`src/hw/rtl/button_feedback_led_pattern_assert.svh`:
```
// Assertion macros for the button feedback LED pattern block.
`ifndef BUTTON_FEEDBACK_LED_PATTERN_ASSERT_SVH
`define BUTTON_FEEDBACK_LED_PATTERN_ASSERT_SVH

// Plain condition, sampled on every clock edge outside reset.
`define BFLP_CHECK(label, cond, msg) \
  label: assert property (@(posedge clk) disable iff (rst) (cond)) \
    else $error(msg);

// Condition that must hold whenever the antecedent holds.
`define BFLP_IMPLY(label, ante, cons, msg) \
  label: assert property (@(posedge clk) disable iff (rst) (ante) |-> (cons)) \
    else $error(msg);

`endif

```
`src/hw/rtl/bflp_pkg.sv`:
```
// Types and constants for the button feedback LED pattern block.
package bflp_pkg;

  typedef enum logic [2:0] {
    PAT_OFF    = 3'd0,
    PAT_SINGLE = 3'd1,
    PAT_DOUBLE = 3'd2,
    PAT_SLOW   = 3'd3,
    PAT_FAST   = 3'd4
  } pat_t;

  localparam logic [1:0] ACT_SINGLE = 2'd1;
  localparam logic [1:0] ACT_DOUBLE = 2'd2;

  localparam logic [3:0] BS_IDLE           = 4'd0;
  localparam logic [3:0] BS_PRESS_DEB      = 4'd1;
  localparam logic [3:0] BS_PRESSED        = 4'd2;
  localparam logic [3:0] BS_WAIT_SECOND    = 4'd3;
  localparam logic [3:0] BS_SECOND_DEB     = 4'd4;
  localparam logic [3:0] BS_SECOND_PRESSED = 4'd5;
  localparam logic [3:0] BS_RELEASE_DEB    = 4'd6;
  localparam logic [3:0] BS_LONG3S         = 4'd7;
  localparam logic [3:0] BS_LONG10S        = 4'd8;

  localparam logic [9:0] FLASH_MS      = 10'd100;
  localparam logic [9:0] DOUBLE_MS     = 10'd300;
  localparam logic [9:0] DOUBLE_GAP_MS = 10'd200;
  localparam logic [9:0] SLOW_HALF_MS  = 10'd500;
  localparam logic [9:0] SLOW_PERIOD   = 10'd1000;
  localparam logic [7:0] FAST_HALF_MS  = 8'd100;
  localparam logic [7:0] FAST_PERIOD   = 8'd200;

  // floor(x / 1000) = (x * RECIP_1000) >> RECIP_SHIFT, exact for 32-bit x
  localparam logic [31:0] RECIP_1000  = 32'd2199023256;
  localparam int          RECIP_SHIFT = 41;

  localparam logic [8:0] ELAPSED_SAT = 9'd511;

  typedef struct packed {
    logic [1:0]  action;
    logic [3:0]  button_state;
    logic [31:0] delta_ms;
  } ev_word_t;

  typedef struct packed {
    logic       led_on;
    logic [2:0] pattern_now;
  } led_word_t;

endpackage

```
`src/hw/rtl/button_feedback_led_pattern.sv`:
```
// Button feedback LED pattern generator: pipelined phase reduction and pattern state.
//
//  channel | valid     | stall     | word
//  --------+-----------+-----------+--------------------------------------
//  event   | ev_valid  | ev_stall  | ev_word  (action, button_state, ms)
//  led     | led_valid | led_stall | led_word (led_on, pattern_now)
//
// One word in and one word out per cycle while led_stall is low; an accepted event word
// passes the input, quotient, remainder and result registers in turn to become its result word.
// The reciprocal multiply and the mod-1000 stage lie ahead of the pattern state
// update, which closes on itself.
// Synchronous reset clears valids, pattern and phase.
// Each stage holds while the one after it is full and stalled; bubbles close up.
module button_feedback_led_pattern (
  input  logic                clk,
  input  logic                rst,
  input  logic                ev_valid,
  output logic                ev_stall,
  input  bflp_pkg::ev_word_t  ev_word,
  output logic                led_valid,
  input  logic                led_stall,
  output bflp_pkg::led_word_t led_word
);

  // stage 1: input register
  logic        s1_valid;
  logic [1:0]  s1_action;
  logic [3:0]  s1_bstate;
  logic [31:0] s1_elapsed;

  // stage 2: quotient by 1000
  logic        s2_valid;
  logic [1:0]  s2_action;
  logic [3:0]  s2_bstate;
  logic [9:0]  s2_lo;
  logic [8:0]  s2_sat;
  logic [9:0]  s2_quot;

  // stage 3: remainders
  logic        s3_valid;
  logic [1:0]  s3_action;
  logic [3:0]  s3_bstate;
  logic [8:0]  s3_sat;
  logic [9:0]  s3_rem_slow;
  logic [7:0]  s3_rem_fast;

  // pattern state
  bflp_pkg::pat_t pattern_reg;
  bflp_pkg::pat_t pattern_next;
  logic [9:0]     phase_count;
  logic [9:0]     phase_next;
  logic           led_next;

  logic en_out, en3, en2, en1;

  logic [63:0] prod;
  logic [19:0] quot_x1000;
  logic [9:0]  rem_slow;
  logic [7:0]  rem_fast;

  assign en_out   = !led_valid || !led_stall;
  assign en3      = !s3_valid || en_out;
  assign en2      = !s2_valid || en3;
  assign en1      = !s1_valid || en2;
  assign ev_stall = !en1;

  always_ff @(posedge clk) begin
    if (rst) begin
      s1_valid <= 1'b0;
    end else if (en1) begin
      s1_valid <= ev_valid;
    end
    if (en1) begin
      s1_action  <= ev_word.action;
      s1_bstate  <= ev_word.button_state;
      s1_elapsed <= ev_word.delta_ms;
    end
  end

  assign prod = {32'd0, s1_elapsed} * {32'd0, bflp_pkg::RECIP_1000};

  always_ff @(posedge clk) begin
    if (rst) begin
      s2_valid <= 1'b0;
    end else if (en2) begin
      s2_valid <= s1_valid;
    end
    if (en2) begin
      s2_action <= s1_action;
      s2_bstate <= s1_bstate;
      s2_lo     <= s1_elapsed[9:0];
      s2_sat    <= (|s1_elapsed[31:9]) ? bflp_pkg::ELAPSED_SAT : s1_elapsed[8:0];
      s2_quot   <= prod[bflp_pkg::RECIP_SHIFT +: 10];
    end
  end

  // remainder fits in ten bits, so only the low bits of quotient * 1000 matter
  assign quot_x1000 = 20'(s2_quot) * 20'(bflp_pkg::SLOW_PERIOD);
  assign rem_slow   = s2_lo - quot_x1000[9:0];

  always_comb begin
    priority if (rem_slow >= 10'd800) begin
      rem_fast = 8'(rem_slow - 10'd800);
    end else if (rem_slow >= 10'd600) begin
      rem_fast = 8'(rem_slow - 10'd600);
    end else if (rem_slow >= 10'd400) begin
      rem_fast = 8'(rem_slow - 10'd400);
    end else if (rem_slow >= 10'd200) begin
      rem_fast = 8'(rem_slow - 10'd200);
    end else begin
      rem_fast = rem_slow[7:0];
    end
  end

  always_ff @(posedge clk) begin
    if (rst) begin
      s3_valid <= 1'b0;
    end else if (en3) begin
      s3_valid <= s2_valid;
    end
    if (en3) begin
      s3_action   <= s2_action;
      s3_bstate   <= s2_bstate;
      s3_sat      <= s2_sat;
      s3_rem_slow <= rem_slow;
      s3_rem_fast <= rem_fast;
    end
  end

  always_comb begin
    bflp_pkg::pat_t chosen;
    logic           click;
    logic [9:0]     dur;
    logic [9:0]     room;
    logic [10:0]    slow_sum;
    logic [8:0]     fast_sum;

    click = (s3_action == bflp_pkg::ACT_SINGLE) || (s3_action == bflp_pkg::ACT_DOUBLE);

    if (s3_action == bflp_pkg::ACT_SINGLE) begin
      chosen = bflp_pkg::PAT_SINGLE;
    end else if (s3_action == bflp_pkg::ACT_DOUBLE) begin
      chosen = bflp_pkg::PAT_DOUBLE;
    end else begin
      unique case (s3_bstate)
        bflp_pkg::BS_IDLE: begin
          chosen = (pattern_reg == bflp_pkg::PAT_SINGLE ||
                    pattern_reg == bflp_pkg::PAT_DOUBLE) ? pattern_reg : bflp_pkg::PAT_OFF;
        end
        bflp_pkg::BS_PRESSED, bflp_pkg::BS_WAIT_SECOND,
        bflp_pkg::BS_SECOND_PRESSED: begin
          chosen = bflp_pkg::PAT_OFF;
        end
        bflp_pkg::BS_LONG3S: begin
          chosen = bflp_pkg::PAT_SLOW;
        end
        bflp_pkg::BS_LONG10S: begin
          chosen = bflp_pkg::PAT_FAST;
        end
        default: begin
          chosen = pattern_reg;
        end
      endcase
    end

    dur      = (chosen == bflp_pkg::PAT_SINGLE) ? bflp_pkg::FLASH_MS : bflp_pkg::DOUBLE_MS;
    room     = dur - phase_count;
    slow_sum = {1'b0, phase_count} + {1'b0, s3_rem_slow};
    fast_sum = {1'b0, phase_count[7:0]} + {1'b0, s3_rem_fast};

    pattern_next = chosen;
    phase_next   = 10'd0;
    if (!(chosen != pattern_reg || click)) begin
      unique case (chosen)
        bflp_pkg::PAT_SINGLE, bflp_pkg::PAT_DOUBLE: begin
          if ({1'b0, s3_sat} >= room) begin
            pattern_next = bflp_pkg::PAT_OFF;
          end else begin
            phase_next = phase_count + {1'b0, s3_sat};
          end
        end
        bflp_pkg::PAT_SLOW: begin
          phase_next = (slow_sum >= {1'b0, bflp_pkg::SLOW_PERIOD}) ?
                       10'(slow_sum - {1'b0, bflp_pkg::SLOW_PERIOD}) : slow_sum[9:0];
        end
        bflp_pkg::PAT_FAST: begin
          phase_next = (fast_sum >= {1'b0, bflp_pkg::FAST_PERIOD}) ?
                       10'(fast_sum - {1'b0, bflp_pkg::FAST_PERIOD}) : {2'd0, fast_sum[7:0]};
        end
        default: begin
          phase_next = 10'd0;
        end
      endcase
    end

    unique case (pattern_next)
      bflp_pkg::PAT_SINGLE: led_next = 1'b1;
      bflp_pkg::PAT_DOUBLE: led_next = (phase_next < bflp_pkg::FLASH_MS) ||
                                       (phase_next >= bflp_pkg::DOUBLE_GAP_MS);
      bflp_pkg::PAT_SLOW:   led_next = phase_next < bflp_pkg::SLOW_HALF_MS;
      bflp_pkg::PAT_FAST:   led_next = phase_next < {2'd0, bflp_pkg::FAST_HALF_MS};
      default:              led_next = 1'b0;
    endcase
  end

  always_ff @(posedge clk) begin
    if (rst) begin
      led_valid   <= 1'b0;
      pattern_reg <= bflp_pkg::PAT_OFF;
      phase_count <= 10'd0;
    end else if (en_out) begin
      led_valid <= s3_valid;
      if (s3_valid) begin
        pattern_reg <= pattern_next;
        phase_count <= phase_next;
      end
    end
    if (en_out && s3_valid) begin
      led_word.led_on      <= led_next;
      led_word.pattern_now <= pattern_next;
    end
  end

`include "button_feedback_led_pattern_assert.svh"

  `BFLP_IMPLY(a_flash_phase, pattern_reg == bflp_pkg::PAT_SINGLE, phase_count < bflp_pkg::FLASH_MS, "single flash phase past its duration")
  `BFLP_IMPLY(a_double_phase, pattern_reg == bflp_pkg::PAT_DOUBLE, phase_count < bflp_pkg::DOUBLE_MS, "double flash phase past its duration")
  `BFLP_IMPLY(a_off_phase, pattern_reg == bflp_pkg::PAT_OFF, phase_count == 10'd0, "phase not cleared while off")
  `BFLP_IMPLY(a_rem_range, s3_valid, s3_rem_slow < bflp_pkg::SLOW_PERIOD && s3_rem_fast < bflp_pkg::FAST_PERIOD, "remainder out of range")
  `BFLP_CHECK(a_word_state, !led_valid || led_word.pattern_now == pattern_reg, "result word disagrees with pattern state")

endmodule
```
`config.mk`:
```
export PLATFORM = sky130hd
export DESIGN_NAME = button_feedback_led_pattern
export DESIGN_NICKNAME = d
export VERILOG_FILES = /design/src/hw/rtl/bflp_pkg.sv /design/src/hw/rtl/button_feedback_led_pattern.sv
export VERILOG_INCLUDE_DIRS = /design/src /design/src/hw/rtl
export SDC_FILE = /design/constraint.sdc
export NUM_CORES = 1
export LEC_CHECK = 0
export BUFFER_PORTS_ARGS = -buffer_cell sky130_fd_sc_hd__buf_2
export CORE_MARGIN = 1
export CORE_UTILIZATION = 40
export DETAILED_ROUTE_END_ITERATION = 7
export GPL_ROUTABILITY_DRIVEN = 1
export HOLD_SLACK_MARGIN = 0.1
export MAX_ROUTING_LAYER = met4
export PLACE_DENSITY = 0.67
export SLEW_MARGIN = 15
export SYNTH_ARGS = -nofsm -noshare
export SYNTH_HDL_FRONTEND = slang
export SYNTH_SLANG_ARGS = --single-unit
export TNS_END_PERCENT = 1
```
`constraint.sdc`:
```
create_clock -name clk -period 19.72 [get_ports clk]
set_input_delay 0 -clock clk [delete_from_list [all_inputs] [get_ports clk]]
set_output_delay 0 -clock clk [all_outputs]
set_load 0.05 [all_outputs]
```
==> Word-level counts from Yosys, hierarchy flattened <==
Cells that the tools add are included.
{ "word_totals": {"regBits": 127, "latch_bits": 0, "ramBits": 0, "romBits": 0, "input_bits": 42, "out_inout_bits": 6, "word_cells": 100, "mem_count": 0} }
{ "op_classes": {"add_sub_neg": 11, "n_mul": 2, "div_mod_pow": 0, "n_lt_le_gt_ge": 10, "eq_ne": 18, "shift": 0, "mux": 18, "bitwise_logic": 0, "reduce_logical": 20} }
{ "op_table": {"columns": ["cell", "n"], "rows": [
  ["32-bit by 29-bit multiplier with 48-bit output, second input constant", 1],
  ["10-bit 2-to-1 mux", 4],
  ["8-bit 2-to-1 mux", 4],
  ["10-bit case mux with 3 select lines", 1],
  ["23-bit OR reduction", 1],
  ["10-bit >= comparator, second input constant", 2],
  ["10-bit by 8-bit >= comparator with 1-bit output, second input constant", 2],
  ["3-bit 2-to-1 mux", 6],
  ["8-bit subtractor, second input constant", 2],
  ["3-bit by 2-bit == test with 1-bit output, second input constant", 5],
  ["3-bit case mux with 4 select lines", 1],
  ["10-bit by 10-bit adder with 11-bit output", 1],
  ["11-bit by 10-bit >= comparator with 1-bit output, second input constant", 1],
  ["10-bit by 9-bit adder with 10-bit output", 1],
  ["10-bit by 9-bit >= comparator with 1-bit output, second input constant", 1],
  ["9-bit by 10-bit >= comparator with 1-bit output", 1],
  ["10-bit by 7-bit < comparator with 1-bit output, second input constant", 1],
  ["10-bit by 9-bit < comparator with 1-bit output, second input constant", 1],
  ["10-bit by 7-bit multiplier with 7-bit output, second input constant", 1],
  ["10-bit subtractor", 1],
  ["10-bit subtractor, second input constant", 1],
  ["9-bit by 10-bit subtractor with 10-bit output", 1],
  ["9-bit by 8-bit subtractor with 10-bit output, second input constant", 1],
  ["8-bit by 8-bit adder with 9-bit output", 1],
  ["20 further kinds", 37]
]} }

==> Logic depth before layout (Yosys ltp) <==
Gate-level depths: netlist of run 1.
{ "depth": {"depth_word": 16, "ltp_mapped": 27, "mapped_depth_nobuf": 27} }

==> Least setup slack after synthesis of run 1 <==
Ideal clock, no wire load.
{ "synth_path": {"path_type": "register to register", "startpoint": "reg s1_elapsed[13]", "endpoint": "reg s2_quot[6], data pin", "setup_time_ps": 259, "arrival_ps": 6301, "required_ps": 19461, "setup_slack_ps": 13160, "stages_incl_launch_ff": 27, "path_buffers": 0, "synth_period_minus_slack_ps": 6560, "path_cell_list": "edfxtp_1 ha_1 inv_1 fa_1 inv_1 ha_1 inv_1 fa_1 inv_1 fa_1 inv_1 fa_1 inv_1 fa_1 fa_1 ha_1 and3_1 a221oi_1 o31ai_1 a21oi_1 o21ai_0 o21ai_0 a21oi_1 a211oi_1 inv_1 a21oi_1 xnor2_1"} }
{ "synth_between": {"elab_chain_cells": 1} }
{ "synth_lines": {"columns": ["element", "line", "source"], "rows": [
  ["from (decl)", "button_feedback_led_pattern.sv:29", "logic [31:0] s1_elapsed;"],
  ["from (signal assigned)", "button_feedback_led_pattern.sv:76", "s1_elapsed <= ev_word.delta_ms;"],
  ["32-bit by 29-bit multiplier with 48-bit output", "button_feedback_led_pattern.sv:80", "assign prod = {32'd0, s1_elapsed} * {32'd0, bflp_pkg::RECIP_1000};"],
  ["net prod[47]", "button_feedback_led_pattern.sv:56", "logic [63:0] prod;"],
  ["to (signal assigned)", "button_feedback_led_pattern.sv:93", "s2_quot <= prod[bflp_pkg::RECIP_SHIFT +: 10];"],
  ["to (decl)", "button_feedback_led_pattern.sv:37", "logic [9:0] s2_quot;"]
]} }
The timed path passes the listed nets, and every way through them passes these cells.
A chain may end at the register's enable or synchronous reset.

==> Worst setup path after layout of run 1 <==
{ "layout_path": {"startpoint": "reg s1_elapsed[17]", "endpoint": "reg s2_quot[6], data pin"} }
The elaborated chain is that of the path after synthesis.

==> results of run 1 <==
[routing by layer]
layer / GRT usage / part of all wire
met3: 0.0284 / 0.047
met1: 0.257 / 0.43
met2: 0.346 / 0.50
met5: - / 0
met4: 0.0549 / 0.021
[cells by family after synthesis]
family	after synthesis	share of synthesized area
buffers and inverters	578	0.112
flip-flops	121	0.178
XOR/XNOR	66	0.0296
AND/OR/NAND/NOR	234	0.0650
AO/OA/AOI/OAI	213	0.0742
adder cells (fa/ha/maj)	665	0.536
multiplexers	10	0.00533
[stage by stage]
stage / std cells / area [um^2] / util / hold slack (ns) / setup WS [ns]
global route: 2618 / 21500 / 0.449 / 0.262 / 11.69
finish: 2618 / 21500 / 0.449 / 0.271 / 12.11
CTS: 2618 / 21500 / 0.449 / 0.241 / 12.09
floorplan: 1887 / 19500 / - / 0.0989 / 13.16
detailed placement: 2543 / 20500 / 0.427 / 0.178 / 12.15
global placement: 2543 / 20500 / 0.427 / 0.177 / 12.23
[area by class of cell]
class / instances / share of cell area
inverter: 565 / 0.0985
timing repair buffer: 97 / 0.0334
clock buffer: 17 / 0.0198
clock inverter: 15 / 0.00831
tap: 615 / 0.0357
multi-input combinational: 1188 / 0.643
sequential: 121 / 0.161
[cell usage in the layout (no fill, tap or decap), types with 8 or more instances in the layout]
master and count:
nor2_1 55, o211ai_1 9, dfxtp_1 17, a21o_1 18, xor2_1 13, nand4_1 8, nor2b_1 11, ha_1 381
nand2_1 48, inv_1 564, a31oi_1 9, nand3_1 13, or3_1 9, o21ai_0 35, clkbuf_16 17, dlygate4sd3_1 43
nor3_1 15, a211oi_1 9, nand2b_1 21, buf_2 47, or2_2 11, xnor2_1 53, fa_1 284, edfxtp_1 104
a21oi_1 51
[worst max-delay path: cells and delay by family (launching register included)]
kind            cells  cell delay [ns]
fa+ha+maj           9             3.90
compound gates      8             1.86
flops               1             0.82
buf+inv             8             0.54
simple gates        1             0.15
xor+xnor            1             0.09
[how the worst max path moves through the flow]
| stage | startpoint | end | slack (ns) | cells past startpoint |
|---|---|---|---|---|
| floorplan | s1_elapsed[13] | s2_quot[6] | 13.16 | 26 |
| global placement | s1_elapsed[14] | s2_quot[6] | 12.23 | 26 |
| detailed placement | s1_elapsed[17] | s2_quot[6] | 12.15 | 27 |
| CTS | s1_elapsed[14] | s2_quot[6] | 12.09 | 26 |
| global route | s1_elapsed[14] | s2_quot[6] | 11.69 | 26 |
| finish | s1_elapsed[17] | s2_quot[6] | 12.11 | 27 |
[cells in the mapped netlist, types with 4 or more instances]
library cell,instances,area [um^2]
nor2b_1,11,68.8
a211oi_1,9,67.6
o31ai_1,6,45.0
xor2_1,13,114
mux2i_1,7,70.1
nor2_1,55,206
a31o_2,4,35.0
o22ai_1,5,31.3
ha_1,381,4770
o21bai_1,5,37.5
o21a_1,7,52.6
edfxtp_1,104,3120
xnor2_1,53,464
and3_1,7,43.8
or3_1,9,56.3
nor3_1,15,75.1
a21oi_1,51,255
a32oi_1,4,35.0
nand2_1,48,180
inv_1,564,2120
nand4_1,8,50.1
fa_1,284,5690
a211o_1,7,61.3
o211ai_1,9,67.6
and4_1,4,35.0
a22oi_1,7,52.6
nand3b_1,5,37.5
nand2b_1,21,131
dfxtp_1,17,340
nor3b_1,5,37.5
clkbuf_1,7,26.3
or4_1,6,45.0
a31oi_1,9,56.3
nand3_1,14,70.1
o21ai_0,35,175
or2_2,11,68.8
a21o_1,18,135
==> impl_metrics.yaml, run 1 <==
finish:
  synthToLayoutAreaGrowth_pct: 10.4
  ff_latch_area_um2: 3460
  nets: 2697
  largest_reg_flops: 32
  n_antenna_cell: 0
  multi_input_area_um2: 13900
  drive_gt1_frac: 0.0609
  largest_register: "s1_elapsed"
  n_fill_cell: 4370
sta:
  worstMarginPinSlew_ns: 1.09
  fin_setup_tns_ns: 0
  rsz0062_at_grt: "false"
  setup_viol: 0
  max_freq_mhz: 131
  post-route-period-util: 0.386
  hold_violations: 0
  fin_crit_ns: 7.61
  slew_violations: 0
  slew_headroom: 0.270
  finClkSkew_ns: 0.0153
min_path:
  min_path_cells: 2
  min_to: "s1_elapsed[22]"
  hold_start: "ev_word[22]"
  hold_class: "input pin to flop"
setup_path:
  end_kind: "flop"
  crit_arrival_ns: 7.78
  worstSetupPathType: "flop to flop"
  slowest_delay_ns: 0.82
  cp-start-kind: "flop"
  rr_startpoint: "s1_elapsed[17]"
  r2r_slack_ns: 12.11
  cp.required_ns: 19.89
  r2r_cells: 27
  worstPathMaxFanout: 11
  crit_path_top_delay_cell: "edfxtp_1"
  crit_top_cell: "inv_1"
  r2r_end: "s2_quot[6]"
die:
  die_w_um: 223
  die_h_um: 223
  io-pin-count: 48
  core_um2: 47900
  die-area_um2: 49600
  start_util: 0.407
  num_rows: 80
route:
  dr.pass1.iters: 5
  routedWlPerCell_um: 17.6
  drt-total-wl_um: 46100
  drt_iter0_markers: 691
  route.detailed.drc: 0
  via_per_inst: 5.06
  routed-via-count: 13300
  postRouteAntennaNets: 0
yosys:
  ys_dominant_reg_cell: "edfxtp_1"
  ys_seq_elements: 121
  synth_cell_types: 80
  synth_seq_area_share: 0.178
  netlist_area_um2: 19500
  yosys_warnings: 0
  syn-num-nets: 2594
  synth_edf_count: 104
  syn_inst: 1887
  ys_async_sr_fraction: 0
  avgSynthCellArea_um2: 10.3
global_route:
  grt_max_degree: 41
  grt_pass1_wl_um: 76100
  antenna_found_initial: 0
  first_global_vias: 14400
  grt.total_usage: 0.205
  grt_overflow_total: 0
clock_network:
  root_buffer: "clkbuf_16"
  cts_tree: "done"
  cts_max_level: 4
  cts.clk_slew.worst_paths_ns: 0.07
  ctsResizeCount: 0
  holdBufCountCts: 43
  cts_setup_buffers: 0
  cts_buffer_depth: 2
  cts_made_buffers: 17
  clock_sinks: 121
  clock_latency_ns: 0.44
run_status:
  status: "completed"
placement:
  portBuffers: 47
  gp_congestion: 0.883
  dpl.hpwl_um: 37600
run:
  maxCapViolCount: 0
Power of run 1 is not shown: default switching activity piles up to over one toggle a cycle in this logic, so the estimate is an artifact.
==> inputs of run 2 (changes only) <==
--- a/config.mk
+++ b/config.mk
@@ -13,7 +13,7 @@
 export GPL_ROUTABILITY_DRIVEN = 1
 export HOLD_SLACK_MARGIN = 0.1
 export MAX_ROUTING_LAYER = met4
-export PLACE_DENSITY = 0.67
+export PLACE_DENSITY = 0.69
 export SLEW_MARGIN = 15
 export SYNTH_ARGS = -nofsm -noshare
 export SYNTH_HDL_FRONTEND = slang
==> constraint.sdc (replaced) <==
create_clock -name clk -period 6.9 [get_ports clk]
set_input_delay 0 -clock clk [delete_from_list [all_inputs] [get_ports clk]]
set_output_delay 0 -clock clk [all_outputs]
set_load 0.05 [all_outputs]
==> run 2 against run 1 <==
Die area unchanged. Non-clock buffer count up 66. Cell count increased by 2.6%. Clock-buffer cell count is the same. Utilization up 1.4 points. Critical path type unchanged.
==> impl_metrics.yaml, run 2 (synthesis results as in run 1) <==
sta:
  layout_setup_ws_ns: 0.105
  max_freq_mhz: 147
  hold_violations: 0
  finClkSkew_ns: 0.0224
  setup_viol: 0
  worstMarginPinSlew_ns: 1.12
  rsz0062_at_grt: "true"
  slew_violations: 0
  post-route-period-util: 0.985
  fin_crit_ns: 6.80
  slew_headroom: 0.254
  fin_setup_tns_ns: 0
die:
  core_um2: 47900
  die_w_um: 223
  io-pin-count: 48
  die_h_um: 223
  num_rows: 80
  die-area_um2: 49600
  start_util: 0.407
global_route:
  grt_overflow_total: 0
  grt_max_degree: 37
  grt.total_usage: 0.211
  first_global_vias: 14800
  antenna_found_initial: 2
  grt_pass1_wl_um: 78500
placement:
  placed_cell_area_um2: 20900
  dpl.hpwl_um: 40700
  place_ws_ns: -0.247
  gp_congestion: 0.916
  portBuffers: 47
finish:
  final_common_cell: "inv_1"
  fin_area_um2: 22200
  largest_register: "s1_elapsed"
  mostFrequentLayoutCells: "inv_1, ha_1, fa_1, edfxtp_1, buf_4"
  drive_gt1_frac: 0.104
  largest_reg_flops: 32
  synthToLayoutAreaGrowth_pct: 13.8
  nets: 2763
setup_path:
  end_kind: "flop"
  cp.required_ns: 7.08
  crit_arrival_ns: 6.97
  cp-start-kind: "flop"
  worstSetupPathType: "flop to flop"
  worstPathMaxFanout: 6
route:
  dr.pass1.iters: 5
  route.detailed.drc: 0
  routedWlPerCell_um: 17.9
  via_per_inst: 5.03
  routed-via-count: 13500
  drt_iter0_markers: 750
  postRouteAntennaNets: 0
  drt-total-wl_um: 48000
run_status:
  status: "completed"
clock_network:
  clock_latency_ns: 0.45
  cts_max_level: 4
  cts_tree: "done"
  cts.clk_slew.worst_paths_ns: 0.08
  root_buffer: "clkbuf_16"
  clock_sinks: 121
  cts_buffer_depth: 2
  cts_made_buffers: 17
run:
  maxCapViolCount: 0
min_path:
  hold_class: "input pin to flop"
[run 2: critical path: stages, from the launching register on]
cell and delay [ns]:
edfxtp_1 0.52, buf_4 0.19, buf_4 0.13, ha_1 0.20, ha_1 0.31, fa_1 0.52, fa_1 0.43, fa_1 0.52
inv_1 0.05, fa_1 0.54, inv_2 0.04, fa_2 0.53, fa_1 0.45, ha_4 0.24, and3_4 0.17, a221oi_4 0.34
o31ai_4 0.13, a21oi_4 0.17, o21ai_2 0.10, o21ai_2 0.18, a21oi_4 0.12, a211oi_2 0.30, inv_1 0.09, a21oi_2 0.14
xnor2_1 0.07
[run 2: area by class of cell]
type / instances / area (um^2)
clock inverter: 15 / 149
multi-input combinational: 1188 / 14000
inverter: 565 / 2120
sequential: 121 / 3460
fill: 4371 / 25800
timing repair buffer: 163 / 1240
tap: 615 / 769
clock buffer: 17 / 425
antenna: 1 / 2.50
[run 2: final timing paths]
kind	slack, ns	start	cells after the start	endpoint
worst max-delay path	0.10	s1_elapsed[16]	24	s2_quot[6]
worst min-delay path	0.27	ev_word[31]	2	s1_elapsed[31]
worst max register to register	0.10	s1_elapsed[16]	24	s2_quot[6]
worst min register to register	0.41	s1_bstate[2]	0	s2_bstate[2]
[run 2: through the flow]
stage               cells  hold WS [ns]   util
floorplan            1887        0.0989      -
global placement     2600         0.177  0.437
detailed placement   2600         0.178  0.437
CTS                  2675         0.248  0.458
global route         2685         0.262  0.463
finish               2685         0.267  0.463
[run 2: timing repair]
item                                   4_1_cts  5_1_grt
gates resized for setup                      6       31
endpoints found under the hold margin       55        0
setup endpoints to repair                    6        6
setup buffers                                0        9
pin swaps                                    0       38
hold buffers                                43        0
[run 2: metal layers]
| layer | GRT usage | vias up | share of wire |
|---|---|---|---|
| met4 | 0.0434 | 0 | 0.019 |
| met1 | 0.267 | 6779 | 0.44 |
| met3 | 0.0268 | 67 | 0.035 |
| li1 | - | 6383 | - |
| met2 | 0.362 | 264 | 0.50 |
| met5 | - | - | 0 |
Power of run 2 is left out for the same reason.
==> inputs of run 3 (changes only) <==
--- a/config.mk
+++ b/config.mk
@@ -8,12 +8,12 @@
 export LEC_CHECK = 0
 export BUFFER_PORTS_ARGS = -buffer_cell sky130_fd_sc_hd__buf_2
 export CORE_MARGIN = 1
-export CORE_UTILIZATION = 40
+export CORE_UTILIZATION = 60
 export DETAILED_ROUTE_END_ITERATION = 7
 export GPL_ROUTABILITY_DRIVEN = 1
 export HOLD_SLACK_MARGIN = 0.1
 export MAX_ROUTING_LAYER = met4
-export PLACE_DENSITY = 0.69
+export PLACE_DENSITY = 0.92
 export SLEW_MARGIN = 15
 export SYNTH_ARGS = -nofsm -noshare
 export SYNTH_HDL_FRONTEND = slang
==> run 3 against run 2 <==
The run now ends with negative setup slack left. Cell area decreased by 0.19%. Register-to-register slack worse by 0.22 ns. Die area is 33% lower. Clock skew is 0.0096 ns lower. Highest routed layer unchanged.
==> impl_metrics.yaml, run 3 (synthesis results as in run 1) <==
sta:
  max_freq_mhz: 142
  hold_violations: 0
  slew_headroom: 0.277
  finClkSkew_ns: 0.0128
  slew_violations: 0
  rsz0062_at_grt: "true"
  post-route-period-util: 1.02
  layout_setup_ws_ns: -0.119
  fin_crit_ns: 7.02
  fin_setup_tns_ns: -0.161
  setup_viol: 3
  worstMarginPinSlew_ns: 1.08
placement:
  portBuffers: 47
  dpl.hpwl_um: 42700
  placed_cell_area_um2: 20800
  gp_congestion: 0.950
setup_path:
  r2r_cells: 26
  worstPathMaxFanout: 4
  end_kind: "flop"
  cp.required_ns: 7.06
  crit_arrival_ns: 7.18
  worstSetupPathType: "flop to flop"
  cp-startpoint: "s1_elapsed[16]"
  rr_startpoint: "s1_elapsed[16]"
  cp-start-kind: "flop"
  r2r_slack_ns: -0.12
  r2r_end: "s2_quot[6]"
global_route:
  first_global_vias: 16400
  grt.total_usage: 0.375
  grt_pass1_wl_um: 90200
  antenna_found_initial: 5
  grt_overflow_total: 0
  grt_max_degree: 41
clock_network:
  cts_tree: "done"
  cts_buffer_depth: 2
  root_buffer: "clkbuf_16"
  cts_made_buffers: 17
  cts_max_level: 4
  clock_latency_ns: 0.44
  cts.clk_slew.worst_paths_ns: 0.06
  clock_sinks: 121
route:
  drt-total-wl_um: 57900
  routed-via-count: 15000
  route.detailed.drc: 0
  drt_iter0_markers: 1594
  via_per_inst: 5.95
  postRouteAntennaNets: 0
  dr.pass1.iters: 6
  routedWlPerCell_um: 22.9
run:
  maxCapViolCount: 0
finish:
  nets: 2782
  synthToLayoutAreaGrowth_pct: 13.6
  n_fill_cell: 2054
  drive_gt1_frac: 0.118
  largest_reg_flops: 32
  largest_register: "s1_elapsed"
  final_common_cell: "inv_1"
  fin_area_um2: 22100
  mostFrequentLayoutCells: "inv_1, ha_1, fa_1, edfxtp_1, buf_4"
min_path:
  hold_start: "ev_word[29]"
  min_to: "s1_elapsed[29]"
  hold_class: "input pin to flop"
  min_path_cells: 2
run_status:
  violations: "negative setup slack"
  status: "complete, but fails checks"
die:
  die_h_um: 182
  num_rows: 65
  die-area_um2: 33200
  die_w_um: 182
  io-pin-count: 48
  core_um2: 31800
  start_util: 0.613
## run 3: changes by cell type in the layout (fill, tap and decap cells not counted), sizes merged
cell	before	now
buf	120	139
clkbuf	17	20
clkinvlp	2	0
inv	574	572
clkinv	4	5
diode	1	2
## run 3: final cells by class
type	count	area, um^2	area share
sequential	121	3460	0.156
antenna	2	5.00	0.000226
timing repair buffer	182	1380	0.0623
clock buffer	20	489	0.0221
clock inverter	12	96.3	0.00435
inverter	565	2120	0.0958
tap	435	544	0.0246
multi-input combinational	1188	14000	0.634
## run 3: metrics by stage
stage	cells	hold slack (ns)	worst slack, ns	util
2_1_floorplan	1887	0.0989	0.340	-
3_3_place_gp	2431	0.176	0.0252	0.654
3_5_place_dp	2431	0.178	-0.324	0.654
4_1_cts	2517	0.275	0.00107	0.691
5_1_grt	2525	0.277	-0.263	0.696
6_report	2525	0.289	-0.119	0.696
## run 3: worst max path at each step
stage,end
floorplan,s2_quot[6]
CTS,s2_quot[6]
global placement,s2_quot[6]
detailed placement,s2_quot[6]
global route,s2_quot[6]
finish,s2_quot[6]
## run 3: layer usage
layer / GRT usage / vias to the layer above / wire length, um
met5: - / - / 0
met4: 0.228 / 0 / 4360
met3: 0.0794 / 354 / 5100
met2: 0.610 / 919 / 27900
met1: 0.427 / 7338 / 20600
li1: - / 6415 / -
## run 3: worst max-delay path: stages, from the launching register on
cell and delay [ns]:
edfxtp_1 0.42, buf_6 0.16, buf_6 0.12, buf_6 0.11, ha_1 0.28, inv_1 0.07
fa_2 0.58, inv_1 0.05, ha_1 0.29, fa_1 0.48, fa_1 0.50, inv_1 0.06
fa_1 0.54, inv_1 0.06, fa_1 0.46, fa_1 0.50, ha_1 0.25, a21o_1 0.20
a211o_1 0.30, a211oi_2 0.21, o21ai_2 0.10, o21ai_2 0.21, a21oi_4 0.12, a211oi_2 0.24
inv_1 0.09, a21oi_2 0.21, xnor2_2 0.11
## run 3: what timing repair did
action | CTS | global route
endpoints found under the hold margin | 55 | 0
setup endpoints to repair | 6 | 7
resized for setup | 16 | 32
gates cloned | 0 | 0
pin swaps | 16 | 27
hold buffers | 43 | 0
setup buffers | 11 | 6
Power of run 3 is left out for the same reason.
